## config.mk

```make
export PLATFORM = sky130hd
export DESIGN_NAME = nbc_cell
export DESIGN_NICKNAME = d
export VERILOG_FILES = /design/src/rtl/nbc_pkg.sv /design/src/rtl/nbc_cell.sv
export SDC_FILE = /design/constraint.sdc
export NUM_CORES = 2
export LEC_CHECK = 0
export BUFFER_PORTS_ARGS = -buffer_cell sky130_fd_sc_hd__buf_4
export CAP_MARGIN = 10
export CORE_AREA = 2 2 264 266
export CTS_CLUSTER_DIAMETER = 120
export DETAILED_ROUTE_END_ITERATION = 12
export DIE_AREA = 0 0 266 268
export SYNTH_ARGS = -nofsm -noshare
export SYNTH_HDL_FRONTEND = slang
export SYNTH_SLANG_ARGS = --single-unit
```

## constraint.sdc

```tcl
create_clock -name clk -period 7.8 [get_ports clk]
set_clock_uncertainty 0.05 [all_clocks]
set_input_delay 0.78 -clock clk [delete_from_list [all_inputs] [get_ports clk]]
set_output_delay 0.78 -clock clk [all_outputs]
set_load 0.03 [all_outputs]
```

## src/rtl/nbc_pkg.sv

```systemverilog
`timescale 1ns / 1ps

package nbc_pkg;

  localparam int DEF_DIM_BITS  = 16;
  localparam int DEF_FRAC_BITS = 16;

  localparam int COORD_W  = 48;
  localparam int INV_W    = 48;
  localparam int INV_FRAC = 24;
  localparam int HALF_W   = COORD_W / 2;
  localparam int PROD_W   = COORD_W + INV_W;
  localparam int CELL_W   = 32;
  localparam int CFG_W    = 48;
  localparam int ADDR_W   = 3;
  localparam int STAGES   = 8;
  localparam int AXIS_STAGES = 6;

  localparam logic [INV_W-1:0] INV_ONE = 48'h000001000000;

  typedef enum logic [ADDR_W-1:0] {
    REG_NUM_COLS    = 3'd0,
    REG_NUM_ROWS    = 3'd1,
    REG_X_ORIGIN    = 3'd2,
    REG_Y_TOP       = 3'd3,
    REG_X_INV_RES   = 3'd4,
    REG_Y_INV_RES   = 3'd5,
    REG_ALLOW_DUP   = 3'd6,
    REG_GLOBAL_WRAP = 3'd7
  } reg_idx_t;

  typedef enum logic [1:0] {
    DIR_DOWN,
    DIR_STAY,
    DIR_UP
  } dir_t;

endpackage

```

## src/rtl/nbc_cell.sv

```systemverilog
`timescale 1ns / 1ps

module nbc_cell #(
  parameter int DIM_BITS = nbc_pkg::DEF_DIM_BITS
) (
  input  logic                         clk,
  input  logic [nbc_pkg::STAGES-nbc_pkg::AXIS_STAGES-1:0] en,
  input  logic                         ok_col,
  input  logic                         ok_row,
  input  logic [DIM_BITS-1:0]          rcol,
  input  logic [DIM_BITS-1:0]          pcol,
  input  logic [DIM_BITS-1:0]          rrow,
  input  logic [DIM_BITS-1:0]          prow,
  input  logic [DIM_BITS-1:0]          num_cols,
  output logic                         valid_res,
  output logic [nbc_pkg::CELL_W-1:0]   cell_nearest,
  output logic [nbc_pkg::CELL_W-1:0]   cell_vertical,
  output logic [nbc_pkg::CELL_W-1:0]   cell_diagonal,
  output logic [nbc_pkg::CELL_W-1:0]   cell_horizontal
);

  localparam int MW = 2 * DIM_BITS;
  localparam int SW = (MW > nbc_pkg::CELL_W) ? MW : nbc_pkg::CELL_W;

  logic                ok7;
  logic [MW-1:0]       mul_near, mul_nbr;
  logic [DIM_BITS-1:0] col_near, col_nbr;

  // Cell number (row - 1) * num_cols + col, modulo 2^32.
  function automatic logic [nbc_pkg::CELL_W-1:0] cell_num(
    input logic [MW-1:0]       m,
    input logic [DIM_BITS-1:0] n,
    input logic [DIM_BITS-1:0] c
  );
    logic [SW-1:0] s;
    s = SW'(m) - SW'(n) + SW'(c);
    return s[nbc_pkg::CELL_W-1:0];
  endfunction

  always_ff @(posedge clk) begin
    if (en[0]) begin
      ok7      <= ok_col && ok_row;
      mul_near <= rrow * num_cols;
      mul_nbr  <= prow * num_cols;
      col_near <= rcol;
      col_nbr  <= pcol;
    end
  end

  always_ff @(posedge clk) begin
    if (en[1]) begin
      valid_res <= ok7;
      if (ok7) begin
        cell_nearest    <= cell_num(mul_near, num_cols, col_near);
        cell_vertical   <= cell_num(mul_nbr, num_cols, col_near);
        cell_diagonal   <= cell_num(mul_nbr, num_cols, col_nbr);
        cell_horizontal <= cell_num(mul_near, num_cols, col_nbr);
      end else begin
        cell_nearest    <= '0;
        cell_vertical   <= '0;
        cell_diagonal   <= '0;
        cell_horizontal <= '0;
      end
    end
  end

endmodule

```

==> out/summary.txt <==
Final WS setup -> 0.845 ns
mapped cell area -> 30500 µm²
H-tree depth -> 1
DRC Markers -> 0
max_slew headroom -> 0.298
Clock Latency Late Sink -> 0.54 ns
CP Launch Type -> input port
# nets final -> 4129
Required @ worst endpoint -> 8.03 ns
post-synth top area cell -> fa_1
largest net degree at the start of global routing -> 86
Synth Net Count -> 3975
Hold Path Class -> input port to flip-flop
top-count cell post-synth -> inv_1
cell total after placement -> 4203
grt ovf -> 0
Tmin final -> 6.95 ns
TNS Setup -> 0 ns
DP Worst Slack -> 0.325 ns
Inserted Diodes -> 0
CP arrival -> 7.18 ns
Yosys reg bits -> 226
hold depth -> 1
Max Fclk -> 144 MHz
Area contributors post-synth -> fa_1 26%, edfxtp_1 22%, ha_1 12%
Sinks on Clock Net -> 226
asr flop ratio synth -> 0
final wirelength -> 84600 µm
RSZ-0062 raised after global routing -> no
Worst-path clk slew -> 0.07 ns
layout cell share with drive strength beyond 1 -> 0.0907
cts bufs inserted -> 23
Cell Rows -> 96
post-synth cell types -> 79
io pins -> 214
Port Buffers -> 213
Final period util -> 0.892
Post-DP HPWL -> 67000 µm
synth warn -> 0
post-synth top area share -> 0.259
status -> complete, no violations
core area -> 68200 µm²
Layout Cells excl Fill -> 4243
Post CTS Setup Buffer Count -> 0
final slew viol count -> 0
vias per cell -> 5.43
WS Path Type -> input port to flip-flop
GR Util All Layers -> 0.241
syn_area_per_cell -> 9.56 µm²
first-pass GRT wire length -> 134000 µm
Seq/Total Area, Yosys -> 0.222
r2r worst-path depth -> 19
synthesis-to-finish area growth -> 10.6%
crit path max fanout -> 23
Root Buffer -> clkbuf_16
Die X-Extent -> 266 µm
initial antenna violation count -> 1
Routed Antenna Nets -> 0
Pre-Repair DR Iteration Count -> 7
cts hold-fix bufs -> 0
final hold vios -> 0
Finish-stage setup viols -> 0
Iter 0 DRT Violations -> 1641
TritonCTS clock tree -> built
wire per inst -> 19.9 µm
post-CTS sizing -> 0
CP Capture Type -> flip-flop
most frequent cells after synthesis -> 500 x inv_1, 394 x fa_1, 369 x nand2_1
Post-synth EDFFs -> 226
Worst-Margin Slew -> 1.05 ns
cells after synthesis -> 3192
chip height -> 268 µm
Via Count -> 23000
predominant post-synthesis flop cell -> edfxtp_1
vias in the first global route -> 24300
die area -> 71300 µm²
RePlAce Congestion -> 0.922
Initial Util -> 0.447
total of max-cap violations -> 0
clock buffer depth -> 3
## final cells by class
class                   instances  area (µm²)
fillers                      6380       34500
multi-input cells            2362       21500
flip-flops and latches        226        6790
inverters                     500        1880
repair buffers                233        1750
well taps                     882        1100
clock buffers                  23         576
clock inverters                17         205
## critical path, cell delays in order
cell and delay [ns]:
buf_4 0.18, buf_4 0.34, nand2_1 0.13, fa_1 0.50
fa_1 0.46, fa_1 0.55, inv_1 0.05, fa_1 0.49
fa_1 0.50, inv_1 0.06, fa_1 0.48, inv_1 0.05
ha_1 0.36, nand2_1 0.11, nand2_1 0.08, a31o_2 0.22
a211oi_1 0.31, a31oi_1 0.22, a21o_1 0.21, o41ai_1 0.55
o2111ai_1 0.23, a21oi_1 0.21, xnor2_1 0.09
## layout by cell type (no fill, tap or decap), types with 23 or more instances in the layout
cell type	synthesis	routed
buf_4	0	233
nor2_1	184	184
a21o_1	56	56
a211oi_1	31	31
inv_1	500	499
nor3_1	57	57
mux2i_1	30	30
clkbuf_16	0	23
a21oi_1	105	105
xor2_1	57	57
nand3_1	32	32
edfxtp_1	226	226
and2_1	257	257
nand2b_1	39	39
xnor2_1	114	114
o21a_1	25	25
fa_1	394	394
ha_1	304	304
nand2_1	369	369
o21ai_0	65	65
## stage by stage
| stage | cell area, µm² | hold slack [ns] | util |
|---|---|---|---|
| detailed placement | 33000 | 0.647 | 0.483 |
| global placement | 33000 | 0.652 | 0.483 |
| floorplan | 30500 | 0.532 | - |
| global route | 33700 | 0.351 | 0.495 |
| CTS | 33700 | 0.345 | 0.495 |
| finish | 33700 | 0.368 | 0.495 |
## routing by layer
| layer | vias up | share of wire | GRT usage |
|---|---|---|---|
| met5 | - | 0 | 0 |
| met4 | 0 | 0.032 | 0.0774 |
| met3 | 128 | 0.057 | 0.0241 |
| met2 | 759 | 0.46 | 0.396 |
| met1 | 11400 | 0.45 | 0.336 |
| li1 | 10700 | - | - |
## cell families after synthesis
logic type,after synthesis,synth area share
fa+ha+maj,698,0.383
compound gates,402,0.0897
buf+inv,604,0.0744
mux,32,0.0106
simple gates,1059,0.171
flops,226,0.222
xor+xnor,171,0.0491
## flip-flops by register name, summed over array words and instances, names as in the netlist
signal	cells
ok7	1
valid_res	1
mul_near	32
col_near	16
col_nbr	16
cell_nearest	32
cell_horizontal	32
mul_nbr	32
cell_diagonal	32
cell_vertical	32
## final timing paths
path / slack (ns) / to / startpoint
setup / recovery: 0.85 / mul_nbr[31] / num_cols[2]
hold / removal: 0.37 / col_nbr[1] / pcol[1]
setup reg to reg: 2.46 / cell_nearest[20] / mul_near[0]
hold reg to reg: 0.65 / cell_horizontal[0] / col_nbr[0]
Power is left out: the tool's default activity adds up to more than one toggle a clock period on the data nets, which glitch-free logic cannot reach.
